**src/hw/rtl/tsh_ram.sv**
```systemverilog
// ----------------------------------------------------------------------------
// tsh_ram
// Generic single write port, single read port RAM with registered read data.
// ----------------------------------------------------------------------------
module tsh_ram #(
  parameter int WIDTH = 64,
  parameter int DEPTH = 16,
  parameter int AW    = (DEPTH > 1) ? $clog2(DEPTH) : 1
) (
  input  logic             clk,
  input  logic             we,
  input  logic [AW-1:0]    waddr,
  input  logic [WIDTH-1:0] wdata,
  input  logic [AW-1:0]    raddr,
  output logic [WIDTH-1:0] rdata
);

  logic [WIDTH-1:0] mem [DEPTH];

  always_ff @(posedge clk) begin
    if (we) begin
      mem[waddr] <= wdata;
    end
    rdata <= mem[raddr];
  end

endmodule

```
**config.mk**
```make
export PLATFORM = sky130hd
export DESIGN_NAME = tsh_ram
export DESIGN_NICKNAME = d
export VERILOG_FILES = /design/src/hw/rtl/tsh_ram.sv
export SDC_FILE = /design/constraint.sdc
export NUM_CORES = 1
export LEC_CHECK = 0
export BUFFER_PORTS_ARGS = -buffer_cell sky130_fd_sc_hd__buf_2
export CAP_MARGIN = 20
export CELL_PAD_IN_SITES_DETAIL_PLACEMENT = 1
export CELL_PAD_IN_SITES_GLOBAL_PLACEMENT = 1
export CORE_MARGIN = 10
export CORE_UTILIZATION = 40
export DETAILED_ROUTE_END_ITERATION = 16
export MAX_ROUTING_LAYER = met4
export PLACE_DENSITY_LB_ADDON = 0.1
export RECOVER_POWER = 100
export SLEW_MARGIN = 30
export SYNTH_ARGS = -nofsm -noshare
export SYNTH_HDL_FRONTEND = slang
export SYNTH_SLANG_ARGS = --single-unit
```
**constraint.sdc**
```tcl
create_clock -name clk -period 22 [get_ports clk]
set_input_delay 6.6 -clock clk [delete_from_list [all_inputs] [get_ports clk]]
set_output_delay 6.6 -clock clk [all_outputs]
set_load 0.005 [all_outputs]
```
# Yosys cells after proc, flatten, opt, wreduce, memory -nomap -nowiden
# Memories as Yosys holds them, arrays and structs flattened. A register that Yosys moved wholly into a read port is not among the register bits.
# Index checks and enable logic that the tools add are counted.
# W data, S select, Z words.
totals:
  register_bits: 0
  mem_bits_rw: 1024
  in_bits: 74
  output_inout_bits: 64
  word_cells: 3
  memories: 1
memory_table:
  columns: ["name", "words", "width", "rd", "rd_ports_with_merged_regs", "write_ports", "line", "rtl"]
  rows:
  - ["mem", 16, 64, 1, 1, 1, "18", "logic [WIDTH-1:0] mem [DEPTH];"]
classes:
  n_mux: 2
ops:
  columns: ["op", "count"]
  rows:
  - ["$mux W1", 2]

# Depth between registers and ports, before layout
depth:
  ltp_word: 2
  mapped_depth: 6
  mapped_depth_nobuf: 3

# Least setup slack after synthesis
# No wires, ideal clock.
synth_timing:
  kind: "input port to flip-flop"
  from: "in waddr[2]"
  to: "mem mem[0][0] (enable)"
  setup_time_ns: 0.565
  arrival_time_ns: 11.463
  required_ns: 21.435
  slack_ns: 9.971
  path_stages: 2
  n_path_buf: 0
  path_cell_list: "or3b_2 > nor3_1"
synth_rtl:
  columns: ["element", "line", "rtl"]
  rows:
  - ["start: declaration", "12", "input logic [AW-1:0] waddr,"]
  - ["end: declaration", "18", null]
# No word-level cell before the write port.

==> results.toml <==
[clock_network]
clock_path_buffers = 3
holdBufCountCts = 0
clkLatencyLatePin_ns = 0.69
path_clk_slew_ns = 0.06
cts.sinks = 1088
cts_tree = "built"
post_cts_resized = 0
cts_buffers = 115
cts_setup_buffers = 0
cts-root-buf = "clkbuf_16"
htreeDepth = 3

[worst_setup_path]
worst_ep_required_time_ns = 22.57
arrival_ns = 14.86
rr_worst_depth = 3
criticalPathCategory = "in -> reg"
critPathLaunchType = "input pin"
r2r_slack_ns = 20.53
regToRegEndpoint = "rdata[17]$_DFF_P_"
crit-reg2reg-launch = "mem[2][17]$_DFFE_PP_"
cp_max_fo = 54
cp-end-kind = "flop"

[min_path]
min_from = "mem[15][51]$_DFFE_PP_"
min_delay_path_depth = 3
min_path_type = "reg -> reg"
holdPathEnd = "rdata[51]$_DFF_P_"

[synthesis]
synth-edff-count = 1024
ys.warnings.count = 0
yosys.area.top_type = "edfxtp_1"
yosysUniqueCellTypes = 18
synth.most_common_cell = "edfxtp_1"
synth_nets = 1721
async_flop_share_pct = 0
synthesis.instances = 1647
synth.top_cell.area_share_pct = 77.7
ys.flop_type = "edfxtp_1"
synth_common_cells = "1024 x edfxtp_1, 256 x mux4_2, 128 x a22oi_1, 65 x nand2_1, 64 x dfxtp_1"
avgSynthCellArea_um2 = 24.0
synth_area_um2 = 39600
synth-seq-cells = 1088
synth_area_leaders = "edfxtp_1 78%, mux4_2 15%, dfxtp_1 3.2%, a22oi_1 2.4%, nand2_1 0.62%"
seq_area_frac_synth_pct = 80.9

[timing]
slew_viol_final = 1164
finalSetupTns_ns = 0
slew_headroom_pct = -231
grt_setup_unrepaired = "no"
worst_pin_slew_ns = 4.97
report.final.hold_viol_count = 0
period_share_pct = 65.0
setup_viol = 0
skew_ns = 0.0145
max_freq_mhz = 70.0
period_needed_ns = 14.29

[status]
violations = "capacitance limit, slew limit"
status = "finished, violations left"

[floorplan]
coreArea_um2 = 98300
die-area_um2 = 112000
io_pins = 138
fp.dieH_um = 335
num_rows = 115
start_util_pct = 40.3
die_w_um = 335

[detailed_routing]
num_vias = 18000
finalWirelength_mm = 97.8
avgViaCountPerCell = 5.55
dr.pass1.iters = 7
dr_wl_met3_mm = 5.14
ant_nets = 0
maxUsedRoutingLayer = "met4"
dr.first_iter.drc_count = 1508
route.detailed.drc = 0
routedWlPerCell_um = 30.1
wl_met2_mm = 47.6
met1_length_mm = 43.7

[grt]
grt_use_total_pct = 18.0
grt_start_max_net_pins = 78
grt-ovfl-total = 0
grt_first_pass_wirelength_mm = 143
antenna_found_initial = 8
grt_pass1_vias = 20000

[flow_run]
max_cap_violations = 36

[final_layout]
final_area_um2 = 45400
area_growth_pct = 14.6
register_area_um2 = 32000
finalNetCount = 1935
utilization_pct = 46.1
multi_input_area_um2 = 7140
nFillCells = 8856
post_route_cells_drive_above_1_share_pct = 23.2

[place]
portBuffers = 137
placed_cell_area_um2 = 42000
dp_hpwl_mm = 48.5
place_congestion = 0.692

[pwr]
p_leak_nw = 14.1
power_mw = 4.46
ir_worst_vdd_mv = 0.0630
cellPowerDensity_nw_per_um2 = 98.3
==> critical path: stages <==
cell and delay, ns:
clkbuf_1 3.43, clkbuf_1 2.85, buf_4 0.92, mux4_2 0.61, a22oi_1 0.25, nand2_1 0.09
==> worst max path at each step <==
stage	startpoint	endpoint	depth (start not counted)
5_1_grt	raddr[0]	rdata[37]$_DFF_P_	6
6_report	raddr[0]	rdata[37]$_DFF_P_	6
3_3_place_gp	raddr[0]	rdata[1]$_DFF_P_	6
4_1_cts	raddr[0]	rdata[37]$_DFF_P_	6
2_1_floorplan	waddr[2]	mem[0][0]$_DFFE_PP_	2
3_5_place_dp	raddr[0]	rdata[37]$_DFF_P_	6
==> registers in the layout (all words and copies together) (netlist names) <==
signal and count:
mem 1024, rdata 64
==> cell families (layout without fill, tap and decap cells) <==
family	after synthesis	count (layout)	synth area share (%)
AND/OR/NAND/NOR	91	91	0.942
AO/OA/AOI/OAI	128	128	2.43
buffers and inverters	84	398	1.14
other	0	5	0
flip-flops	1088	1088	80.9
multiplexers	256	256	14.6
==> cells in the final DEF (no fill, tap or decap), types with 2 or more instances in the layout <==
| cell | n |
|---|---|
| nor2_1 | 10 |
| dfxtp_1 | 64 |
| edfxtp_1 | 1024 |
| clkbuf_1 | 190 |
| nor2_4 | 3 |
| nand2b_1 | 2 |
| buf_4 | 5 |
| buf_6 | 4 |
| nor3_1 | 4 |
| clkbuf_8 | 19 |
| a22oi_1 | 128 |
| diode_2 | 5 |
| clkinv_1 | 17 |
| inv_6 | 3 |
| nand3b_1 | 2 |
| nor2b_4 | 2 |
| nand2_1 | 65 |
| bufinv_16 | 9 |
| mux4_2 | 256 |
| buf_2 | 5 |
| clkinv_2 | 24 |
| clkbuf_16 | 116 |
==> layout make-up <==
cell class              instances  share of cell area (%)
clock buffers                 160                    7.18
diodes                          5                  0.0276
clock inverters                57                    1.18
repair buffers                181                    1.70
multi-input cells             475                    15.7
well taps                    1287                    3.55
flip-flops and latches       1088                    70.6
==> per-stage QoR <==
step / setup WS (ns) / hold WS, ns / instances
6_report: 7.71 / 0.674 / 3253
3_5_place_dp: 12.00 / 0.662 / 3029
5_1_grt: 6.43 / 0.688 / 3253
4_1_cts: 12.75 / 0.673 / 3246
2_1_floorplan: 9.97 / 0.635 / 1647
3_3_place_gp: 11.83 / 0.648 / 3025
==> power breakdown <==
group / internal [mW] / switching [mW]
Combinational: 0.0764 / 0.120
Clock: 1.14 / 0.789
Sequential: 2.32 / 0.0176
Total: 3.53 / 0.927
==> routing by layer <==
metal	track usage (%)	up-vias
li1	-	7509
met1	24.6	9979
met2	28.2	451
met3	3.29	106
met4	4.18	0
met5	-	-
Note: power is estimated with default switching activity, not from simulation.
