<file path="src/hw/rtl/tsh_pkg.sv">
// ----------------------------------------------------------------------------
// tsh_pkg
// Shared types and constants for the threshold histogram statistics block.
// ----------------------------------------------------------------------------
package tsh_pkg;

  localparam int NUM_THRESHOLDS_DEF = 16;
  localparam int DATA_W             = 64;
  localparam int OP_W               = 2;
  localparam int IDX_W              = 5;
  localparam int BANK_W             = 3;
  localparam int CFG_IDX_W          = 2;
  localparam int SMOOTH_SHIFT       = 6;
  localparam int SAMPLE_SHIFT       = 10;

  localparam logic [OP_W-1:0] OP_PUSH  = 2'd0;
  localparam logic [OP_W-1:0] OP_WRITE = 2'd1;
  localparam logic [OP_W-1:0] OP_TICK  = 2'd2;
  localparam logic [OP_W-1:0] OP_READ  = 2'd3;

  localparam logic [BANK_W-1:0] BANK_CUR = 3'd0;
  localparam logic [BANK_W-1:0] BANK_PER = 3'd1;
  localparam logic [BANK_W-1:0] BANK_TOT = 3'd2;
  localparam logic [BANK_W-1:0] BANK_SMO = 3'd3;
  localparam logic [BANK_W-1:0] BANK_AVG = 3'd4;

  localparam logic [CFG_IDX_W-1:0] CFG_THRESHOLD_COUNT = 2'd0;
  localparam logic [CFG_IDX_W-1:0] CFG_DEFAULT_AVERAGE = 2'd1;

  // One memory row holds one counter index across all four banks.
  typedef struct packed {
    logic [DATA_W-1:0] cur;
    logic [DATA_W-1:0] per;
    logic [DATA_W-1:0] tot;
    logic [DATA_W-1:0] smo;
  } row_t;

  typedef enum logic [4:0] {
    ST_IDLE = 5'b00001,
    ST_RD   = 5'b00010,
    ST_MOD  = 5'b00100,
    ST_DIV  = 5'b01000,
    ST_RES  = 5'b10000
  } state_t;

endpackage

</file>
<file path="src/hw/rtl/tsh_div.sv">
// ----------------------------------------------------------------------------
// tsh_div
// Unsigned restoring divider, one quotient bit per cycle.
// ----------------------------------------------------------------------------
module tsh_div (
  input  logic                      clk,
  input  logic                      rst_n,
  input  logic                      start,
  input  logic [tsh_pkg::DATA_W-1:0] dividend,
  input  logic [tsh_pkg::DATA_W-1:0] divisor,
  output logic                      done,
  output logic [tsh_pkg::DATA_W-1:0] quotient
);
  import tsh_pkg::*;

  localparam int CW = $clog2(DATA_W + 1);

  logic [DATA_W-1:0] rem_r, quo_r, dvs_r;
  logic [CW-1:0]     cnt_r;
  logic              done_r;
  logic [DATA_W:0]   shifted;
  logic              fits;

  assign shifted = {rem_r, quo_r[DATA_W-1]};
  assign fits    = shifted >= {1'b0, dvs_r};

  always_ff @(posedge clk) begin
    if (!rst_n) begin
      cnt_r  <= '0;
      done_r <= 1'b0;
    end else begin
      done_r <= 1'b0;
      if (start) begin
        cnt_r <= CW'(DATA_W);
      end else if (cnt_r != '0) begin
        cnt_r <= cnt_r - CW'(1);
        if (cnt_r == CW'(1)) begin
          done_r <= 1'b1;
        end
      end
    end
  end

  always_ff @(posedge clk) begin
    if (start) begin
      rem_r <= '0;
      quo_r <= dividend;
      dvs_r <= divisor;
    end else if (cnt_r != '0) begin
      rem_r <= fits ? DATA_W'(shifted - {1'b0, dvs_r}) : shifted[DATA_W-1:0];
      quo_r <= {quo_r[DATA_W-2:0], fits};
    end
  end

  assign done     = done_r;
  assign quotient = quo_r;

endmodule

</file>
<file path="config.mk">
export PLATFORM = sky130hd
export DESIGN_NAME = tsh_div
export DESIGN_NICKNAME = d
export VERILOG_FILES = /design/src/hw/rtl/tsh_pkg.sv /design/src/hw/rtl/tsh_div.sv
export SDC_FILE = /design/constraint.sdc
export NUM_CORES = 1
export LEC_CHECK = 0
export BUFFER_PORTS_ARGS = -buffer_cell sky130_fd_sc_hd__buf_2
export CORE_MARGIN = 1
export CORE_UTILIZATION = 51
export DETAILED_ROUTE_END_ITERATION = 8
export PLACE_DENSITY_LB_ADDON = 0.3
export SYNTH_ARGS = -nofsm -noshare
export SYNTH_HDL_FRONTEND = slang
export SYNTH_SLANG_ARGS = --single-unit
</file>
<file path="constraint.sdc">
create_clock -name clk -period 4.7 [get_ports clk]
set_input_delay 0.235 -clock clk [delete_from_list [all_inputs] [get_ports clk]]
set_output_delay 0.235 -clock clk [all_outputs]
set_load 0.005 [all_outputs]
</file>
======== Word level (Yosys, flattened, before mapping) ========
Cells that the tools add are included.
W data, S select, Z words.
operators by class
  bitwise operators ....................... 2
  reductions and logical operators ........ 4
  order comparisons ....................... 1
  eq/ne operators ......................... 1
  add/sub/neg operators ................... 2
  multiplexer cells ....................... 6
operators with widths
  kind                   number
  $mux W64               3
  $ge A65 B64 Y1         1
  $sub A64 B64 Y64       1
  $mux W7                2
  $eq A7 B1 Y1 const B   1
  $reduce_bool A7 Y1     1
  $sub A7 B1 Y7 const B  1
  $reduce_or A3 Y1       1
  $not A1 Y1             2
  $reduce_bool A2 Y1     1
  $reduce_or A2 Y1       1
  $mux W1                1
storage, ports and cells
  word-level logic and storage cells ...... 22
  output and inout port bits .............. 65
  register bits after elaboration ......... 200

======== Logic depth before layout (Yosys ltp) ========
Gate-level depths: netlist (run 1).
  depth after elaboration ................. 3
  gate-level depth with buffers ........... 16

======== Worst setup path before layout (run 1) ========
No wires, ideal clock.
  path kind ............................... register to register
  start ................................... reg dvs_r[17]
  end ..................................... reg rem_r[59]
  setup time .............................. 0.103 ns
  arrival time ............................ 2.978 ns
  setup slack ............................. 1.618 ns
  stages on the path, launching flop included .. 14
  cell sequence ........................... edfxtp_1 > inv_1 > ha_1 > buf_2 > and4_1 > nand4_1 > or3_1 > o2bb2ai_1 > o21ai_2 > o31ai_4 > a21oi_4 > o2bb2ai_1 > mux2_2 > a2111oi_2
on the way
  longest elaborated chain between the ends .. 2
  elaborated cells on any way between the ends .. 3
  classes of those cells .................. add/sub (1); order compare (1); mux (1)
ends and longest elaborated chain
  item                                                       RTL line                      source
  start, declared                                            tsh_div.sv:18                 logic [DATA_W-1:0] rem_r, quo_r, dvs_r;
  start signal, assigned                                     tsh_div.sv:48                 dvs_r <= divisor;
  $sub A64 B64 Y64 / $ge A65 B64 Y1 (equally long branches)  tsh_div.sv:50, tsh_div.sv:25
  $mux W64 *                                                 tsh_div.sv:50                 rem_r <= fits ? DATA_W'(shifted - {1'b0, dvs_r}) : shifted[DATA_W-1:0];
  end signal, assigned                                       tsh_div.sv:50
  end, declared                                              tsh_div.sv:18
Mark *: on every way between the ends. The rest lies on a longest branch, timed or not.
A chain may end at the register's enable or synchronous reset.

======== Final worst setup path (run 1) ========
  start ................................... reg dvs_r[1]
  end ..................................... reg rem_r[29]
The elaborated chain is that of the path after synthesis.

==> flow_metrics.env, run 1 <==
export IMPL_critical_path_fanout_max=28
export IMPL_grt_overflow=0
export IMPL_clk_pin_slew_ps=80
export IMPL_clock_sinks=200
export IMPL_avg_inst_size_synth_um2=9.69
export IMPL_clk_insertion_delay_late_ps=460
export IMPL_drt_pass1_iter_count=5
export IMPL_postCtsSetupBuffers=0
export IMPL_slew_headroom=0.346
export IMPL_cp_cell_sequence="inv_1 -> ha_1 -> nor2b_1 -> o211ai_1 -> a31o_2 -> o211ai_1 -> a31oi_4 -> o31ai_4 -> a31o_2 -> buf_4 -> nor2_1 -> a211o_1 -> a21oi_1"
export IMPL_die_area_um2=24200
export IMPL_synth_compound_area_share=0.190
export IMPL_timing_setup_critical_path_class="flip-flop to flip-flop"
export IMPL_detailroute_via_count=10127
export IMPL_detailed_place_area_um2=13100
export IMPL_net_switching_uw=3650
export IMPL_post_route_cell_area_um2=14400
export IMPL_core_area_um2=22800
export IMPL_groute_usage_overall=0.258
export IMPL_drive_above_1_share=0.227
export IMPL_post_drt_via_cell_ratio=5.70
export IMPL_post_cts_resized_instances=0
export IMPL_netlist_area_um2=12000
export IMPL_outcome="complete, no violations"
export IMPL_cts_htree_levels=4
export IMPL_die_y_um=155
export IMPL_holdCritPathClass="input port to flip-flop"
export IMPL_areaGrowthSynthToFinish_pct=19.8
export IMPL_via_count_of_the_first_global_routing_pass=9980
export IMPL_critPathLaunchType="flip-flop"
export IMPL_setup_reg_to_reg_worst_slack_ps=950
export IMPL_drc_errors=0
export IMPL_drt_first_iter_violations=759
export IMPL_cts_made_buffers=17
export IMPL_min_period_over_period=0.798
export IMPL_worst_ir_drop_on_vdd_mv=0.330
export IMPL_initial_utilization=0.526
export IMPL_rsz0062_at_grt="no"
export IMPL_total_wirelength_um=30900
export IMPL_slowest_stage="sky130_fd_sc_hd__a31o_2"
export IMPL_post_synth_mux_area_share=0.0672
export IMPL_end_kind="flip-flop"
export IMPL_slowest_delay_ps=660
export IMPL_ys_seq_elements=200
export IMPL_hold_path_endpoint="dvs_r[2]"
export IMPL_syn_inst=1239
export IMPL_worst_pin_slew_ps=977
export IMPL_hold_start="divisor[2]"
export IMPL_synth_edf_count=128
export IMPL_combinationalPowerShare=0.486
export IMPL_global_route_wire_length_before_repair_um=49300
export IMPL_clk_path_buf_depth=2
export IMPL_setup_violations=0
export IMPL_post_drt_wl_per_cell_um=17.4
export IMPL_num_antenna_cells=0
export IMPL_reg2reg_from="dvs_r[1]"
export IMPL_share_seq_of_total_power=0.325
export IMPL_io_buffers=195
export IMPL_maxCapViolations=0
export IMPL_detail_route_antenna_nets=0
export IMPL_synth_fa_ha_area_frac=0.0704
export IMPL_hpwl_um=22300
export IMPL_worst_ep_arrival_time_ps=4130
export IMPL_hold_viol=0
export IMPL_postSynth_asyncResetShare=0
export IMPL_ys_dominant_reg_cell="sky130_fd_sc_hd__edfxtp_1"
export IMPL_final_nets=1649
export IMPL_die_width_um=155
export IMPL_post_synth_and_or_nand_nor_area_fraction=0.137
export IMPL_pwr_share_clk=0.188
export IMPL_sw_frac_of_total=0.432
export IMPL_final_max_slew_viol_count=0
export IMPL_finalWorstPathRequiredPeriod_ps=3750
export IMPL_power_static_leakage_uw=0.00607
export IMPL_cell_internal_pwr_uw=4800
export IMPL_grt_max_degree=69
export IMPL_synth_yosys_warnings=0
export IMPL_synth_net_count=1437
export IMPL_floorplan_io_pins=196
export IMPL_synth_sequential_area_ratio=0.440
export IMPL_worst_endpoint_required_ps=5080
export IMPL_filler_cells_inserted=1962
export IMPL_post_layout_total_power_uw=8450
export IMPL_synth_xor_area_share=0.0387
export IMPL_fin_skew_ps=18.0
export IMPL_register_to_register_path_depth=13
export IMPL_number_of_antenna_violations_at_the_first_check_in_global_routing=0
export IMPL_holdBufCountCts=63
export IMPL_rr_endpoint="rem_r[29]"
export IMPL_fmaxAchievable_ghz=0.267
export IMPL_synth_top_family_by_area="compound AO/OA/AOI/OAI gates"
export IMPL_timing_hold_ws_ps=14.2
export IMPL_pwr_density_nw_per_um2=587
export IMPL_tritoncts="built"
export IMPL_placement_rows=55
export IMPL_tns_ps=0
export IMPL_min_path_cells=1
export IMPL_ys_types=75
export IMPL_setup_slack_at_placement_ps=1000
export IMPL_gp_routability_congestion=0.929
export IMPL_clockRootBuffer="sky130_fd_sc_hd__clkbuf_16"
export IMPL_setup_slack_ps=948
[layout make-up]
type | instances | area, um2 | area share
clock buffers | 17 | 425 | 0.0296
repair buffers | 269 | 1700 | 0.118
inverters | 84 | 315 | 0.0219
well taps | 313 | 392 | 0.0272
clock inverters | 15 | 216 | 0.0150
multi-input cells | 879 | 6050 | 0.421
flip-flops and latches | 200 | 5290 | 0.367
[power by group through the flow]
stage | logic [uW] | clock network (uW) | registers [uW]
detailed placement | 4000 | 0 | 2770
CTS | 4070 | 1620 | 2750
global route | 4530 | 1670 | 2810
global placement | 3940 | 0 | 2760
finish | 4110 | 1590 | 2750
floorplan | 3010 | 0 | 2720
[registers in the layout (all words and copies together) (netlist names)]
signal / flops
dvs_r: 64
rem_r: 64
quotient: 64
cnt_r: 7
done: 1
[cell usage after synthesis (6+ instances only)]
cell,instances,share of area
sky130_fd_sc_hd__nand2_1,133,0.042
sky130_fd_sc_hd__edfxtp_1,128,0.32
sky130_fd_sc_hd__nor2_1,105,0.033
sky130_fd_sc_hd__a21oi_1,87,0.036
sky130_fd_sc_hd__inv_1,83,0.026
sky130_fd_sc_hd__dfxtp_1,72,0.12
sky130_fd_sc_hd__mux2_2,69,0.065
sky130_fd_sc_hd__ha_1,66,0.069
sky130_fd_sc_hd__clkbuf_1,50,0.016
sky130_fd_sc_hd__o21ai_0,46,0.019
sky130_fd_sc_hd__xnor2_1,37,0.027
sky130_fd_sc_hd__a211oi_1,31,0.019
sky130_fd_sc_hd__a311oi_1,30,0.022
sky130_fd_sc_hd__a21o_1,27,0.017
sky130_fd_sc_hd__nand4_1,25,0.013
sky130_fd_sc_hd__nand3_1,22,0.0092
sky130_fd_sc_hd__nor3_1,18,0.0075
sky130_fd_sc_hd__xor2_1,16,0.012
sky130_fd_sc_hd__o21bai_1,14,0.0088
sky130_fd_sc_hd__buf_2,13,0.0054
sky130_fd_sc_hd__o211ai_1,12,0.0075
sky130_fd_sc_hd__a31oi_1,10,0.0052
sky130_fd_sc_hd__nor2b_1,9,0.0047
sky130_fd_sc_hd__nand2b_1,8,0.0042
sky130_fd_sc_hd__o21a_1,8,0.0050
sky130_fd_sc_hd__buf_4,7,0.0044
sky130_fd_sc_hd__or3_1,7,0.0036
sky130_fd_sc_hd__a21boi_0,6,0.0038
sky130_fd_sc_hd__o21ai_1,6,0.0025
[placed cells by master (no fill, tap or decap), types with 6 or more instances in the layout]
cell type,netlist,layout
sky130_fd_sc_hd__inv_1,83,82
sky130_fd_sc_hd__o21a_1,8,8
sky130_fd_sc_hd__edfxtp_1,128,128
sky130_fd_sc_hd__a21oi_1,87,87
sky130_fd_sc_hd__o21ai_0,46,46
sky130_fd_sc_hd__clkbuf_16,0,17
sky130_fd_sc_hd__nand2_1,133,133
sky130_fd_sc_hd__xnor2_1,37,37
sky130_fd_sc_hd__dfxtp_1,72,72
sky130_fd_sc_hd__a211oi_1,31,31
sky130_fd_sc_hd__nand2b_1,8,8
sky130_fd_sc_hd__o211ai_1,12,12
sky130_fd_sc_hd__nand3_1,22,21
sky130_fd_sc_hd__o21bai_1,14,14
sky130_fd_sc_hd__nor2_1,105,105
sky130_fd_sc_hd__nor3_1,18,18
sky130_fd_sc_hd__or3_1,7,7
sky130_fd_sc_hd__buf_2,13,194
sky130_fd_sc_hd__xor2_1,16,16
sky130_fd_sc_hd__ha_1,66,66
sky130_fd_sc_hd__mux2_2,69,69
sky130_fd_sc_hd__a21boi_0,6,6
sky130_fd_sc_hd__a31oi_1,10,10
sky130_fd_sc_hd__nand4_1,25,25
sky130_fd_sc_hd__a311oi_1,30,30
sky130_fd_sc_hd__buf_4,7,11
sky130_fd_sc_hd__a21o_1,27,27
sky130_fd_sc_hd__dlygate4sd3_1,0,63
sky130_fd_sc_hd__nor2b_1,9,9
sky130_fd_sc_hd__inv_12,0,6
sky130_fd_sc_hd__o21ai_1,6,6
[metal layers]
layer | global-route usage | part of all wire | wire (um)
met5 | 0 | 0 | 0
met4 | 0.0990 | 0.025 | 782
met2 | 0.432 | 0.48 | 14700
met1 | 0.331 | 0.43 | 13400
met3 | 0.0485 | 0.066 | 2050
[worst max path at each step]
stage	slack (ps)	to	start
final	950	rem_r[29]	dvs_r[1]
after global routing	650	rem_r[60]	dvs_r[19]
after CTS	970	rem_r[29]	dvs_r[14]
after detailed placement	1000	rem_r[29]	dvs_r[1]
after global placement	1100	rem_r[29]	dvs_r[14]
after floorplan	1620	rem_r[59]	dvs_r[17]
[cells by family after synthesis]
group | count (synthesis)
DFF | 200
AOI/OAI and AO/OA | 329
buffers and inverters | 160
adders and majority gates | 67
muxes | 72
and+or+nand+nor | 358
xor gates and xnor gates | 53
[worst max-delay path, delay by kind of cell, from the launching register on]
kind	cells	cell delay, ps
and+or+nand+nor	2	240
DFF	1	380
buffers and inverters	2	450
adders and majority gates	1	290
AOI/OAI and AO/OA	8	2340
[metrics by stage]
step,util,std cells
2_1_floorplan,-,1239
5_1_grt,0.630,1777
6_report,0.630,1777
4_1_cts,0.630,1777
3_3_place_gp,0.574,1682
3_5_place_dp,0.574,1682
(Power assumes the default switching activity.)
==> inputs of run 2 (changes only) <==
Clock period 4.7 ns to 3.94 ns, I/O delays scaled along.
==> flow_metrics.env, run 2 (synthesis results as in run 1) <==
export IMPL_power_static_leakage_uw=0.00611
export IMPL_rsz0062_at_grt="no"
export IMPL_worst_ep_arrival_time_ps=3910
export IMPL_groute_usage_overall=0.260
export IMPL_die_width_um=155
export IMPL_leading_cell_type_in_the_layout_fill_and_taps_excluded="sky130_fd_sc_hd__buf_2"
export IMPL_cts_htree_levels=4
export IMPL_cell_family_with_most_cp_delay="compound AO/OA/AOI/OAI gates"
export IMPL_clock_sinks=200
export IMPL_maxCapViolations=0
export IMPL_floorplan_io_pins=196
export IMPL_holdCritPathClass="input port to flip-flop"
export IMPL_hold_start="dividend[35]"
export IMPL_clk_pin_slew_ps=100
export IMPL_outcome="complete, no violations"
export IMPL_number_of_antenna_violations_at_the_first_check_in_global_routing=0
export IMPL_initial_utilization=0.526
export IMPL_cp_buffers_inverters=2
export IMPL_setup_violations=0
export IMPL_reg2reg_from="dvs_r[1]"
export IMPL_clk_path_buf_depth=2
export IMPL_tns_ps=0
export IMPL_gp_routability_congestion=0.924
export IMPL_placement_rows=55
export IMPL_worst_pin_slew_ps=1040
export IMPL_detailed_place_area_um2=13100
export IMPL_grt_max_degree=99
export IMPL_total_wirelength_um=30700
export IMPL_critPathLaunchType="flip-flop"
export IMPL_drive_above_1_share=0.228
export IMPL_setup_slack_at_placement_ps=460
export IMPL_grt_overflow=0
export IMPL_hold_viol=0
export IMPL_timing_hold_ws_ps=26.4
export IMPL_fin_skew_ps=17.5
export IMPL_detail_route_antenna_nets=0
export IMPL_post_drt_wl_per_cell_um=17.2
export IMPL_drt_first_iter_violations=745
export IMPL_postCtsSetupBuffers=0
export IMPL_via_count_of_the_first_global_routing_pass=10041
export IMPL_tritoncts="built"
export IMPL_min_path_cells=2
export IMPL_cts_made_buffers=17
export IMPL_critical_path_fanout_max=27
export IMPL_drc_errors=0
export IMPL_hold_path_endpoint="quotient[35]"
export IMPL_fmaxAchievable_ghz=0.283
export IMPL_worst_ir_drop_on_vdd_mv=0.507
export IMPL_io_buffers=195
export IMPL_post_drt_via_cell_ratio=5.69
export IMPL_slowest_stage="sky130_fd_sc_hd__edfxtp_1"
export IMPL_layout_cells_most_common_list="sky130_fd_sc_hd__buf_2, sky130_fd_sc_hd__nand2_1, sky130_fd_sc_hd__edfxtp_1, sky130_fd_sc_hd__nor2_1, sky130_fd_sc_hd__a21oi_1"
export IMPL_pwr_density_nw_per_um2=700
export IMPL_final_instance_count_excl_fill=1782
export IMPL_finalWorstPathRequiredPeriod_ps=3530
export IMPL_drt_pass1_iter_count=5
export IMPL_clk_insertion_delay_late_ps=460
export IMPL_timing_setup_critical_path_class="flip-flop to flip-flop"
export IMPL_setup_slack_ps=406
export IMPL_crit_cells=13
export IMPL_final_nets=1654
export IMPL_die_area_um2=24200
export IMPL_cp_cell_sequence="inv_1 -> ha_1 -> nor2b_1 -> o211ai_1 -> a31o_2 -> o211ai_1 -> a31oi_4 -> o31ai_4 -> a31o_2 -> buf_4 -> and4_1 -> a211oi_1 -> a211oi_1"
export IMPL_final_max_slew_viol_count=0
export IMPL_slew_headroom=0.305
export IMPL_slowest_delay_ps=390
export IMPL_die_y_um=155
export IMPL_global_route_wire_length_before_repair_um=50100
export IMPL_filler_cells_inserted=1865
export IMPL_detailroute_via_count=10140
export IMPL_setup_reg_to_reg_worst_slack_ps=410
export IMPL_post_cts_resized_instances=0
export IMPL_min_period_over_period=0.897
export IMPL_hpwl_um=21900
export IMPL_end_kind="flip-flop"
export IMPL_worst_endpoint_required_ps=4310
export IMPL_clockRootBuffer="sky130_fd_sc_hd__clkbuf_16"
export IMPL_rr_endpoint="rem_r[46]"
export IMPL_num_antenna_cells=0
export IMPL_post_route_cell_area_um2=14500
export IMPL_place_inst=1685
export IMPL_core_area_um2=22800
export IMPL_areaGrowthSynthToFinish_pct=20.4
export IMPL_register_to_register_path_depth=13
-- run 2: changes by cell type in the layout (fill, tap and decap cells not counted), moves of 2 or more --
cell / before / now
sky130_fd_sc_hd__inv_6: 1 / 3
sky130_fd_sc_hd__dlygate4sd3_1: 63 / 65
sky130_fd_sc_hd__clkinv_8: 3 / 5
sky130_fd_sc_hd__buf_4: 11 / 13
sky130_fd_sc_hd__inv_8: 3 / 0
-- run 2: what timing repair did --
item                                    CTS  global route
hold buffers                             65             0
hold endpoints to repair                 65             0
endpoints found under the setup margin    0             0
-- run 2: layer usage --
layer | share of wire | GRT usage
met5 | 0 | 0
met4 | 0.026 | 0.0878
met3 | 0.062 | 0.0574
met2 | 0.47 | 0.435
met1 | 0.44 | 0.332
-- run 2: cell type report --
cell class | instances | area, um2 | area share
flip-flops and latches | 200 | 5290 | 0.366
clock buffers | 17 | 425 | 0.0294
inverters | 84 | 315 | 0.0218
repair buffers | 274 | 1750 | 0.121
well taps | 313 | 392 | 0.0271
clock inverters | 15 | 229 | 0.0158
multi-input cells | 879 | 6050 | 0.419
-- run 2: per-stage QoR --
step,total power (uW),util
2_1_floorplan,6830,-
3_3_place_gp,8020,0.575
3_5_place_dp,8090,0.575
4_1_cts,10100,0.633
5_1_grt,10800,0.633
6_report,10100,0.633
-- run 2: worst register-to-register path: cells and delay by family (launching register included) --
kind,cells,cell delay (ps)
simple gates,2,440
compound gates,8,1900
flops,1,390
buf+inv,2,440
fa+ha+maj,1,300
-- run 2: report_power, final --
group / leakage (uW) / switching [uW] / internal (uW) / total (uW)
sequential: 0.00188 / 386 / 2900 / 3280
combinational: 0.00391 / 2960 / 1950 / 4920
clock: 0.000314 / 1010 / 907 / 1920
total: 0.00611 / 4360 / 5760 / 10100
-- run 2: how the worst max path moves through the flow --
stage               from         to
2_1_floorplan  dvs_r[17]  rem_r[59]
3_3_place_gp    dvs_r[1]  rem_r[50]
3_5_place_dp    dvs_r[1]  rem_r[46]
4_1_cts         dvs_r[1]  rem_r[46]
5_1_grt        dvs_r[18]  rem_r[59]
6_report        dvs_r[1]  rem_r[46]
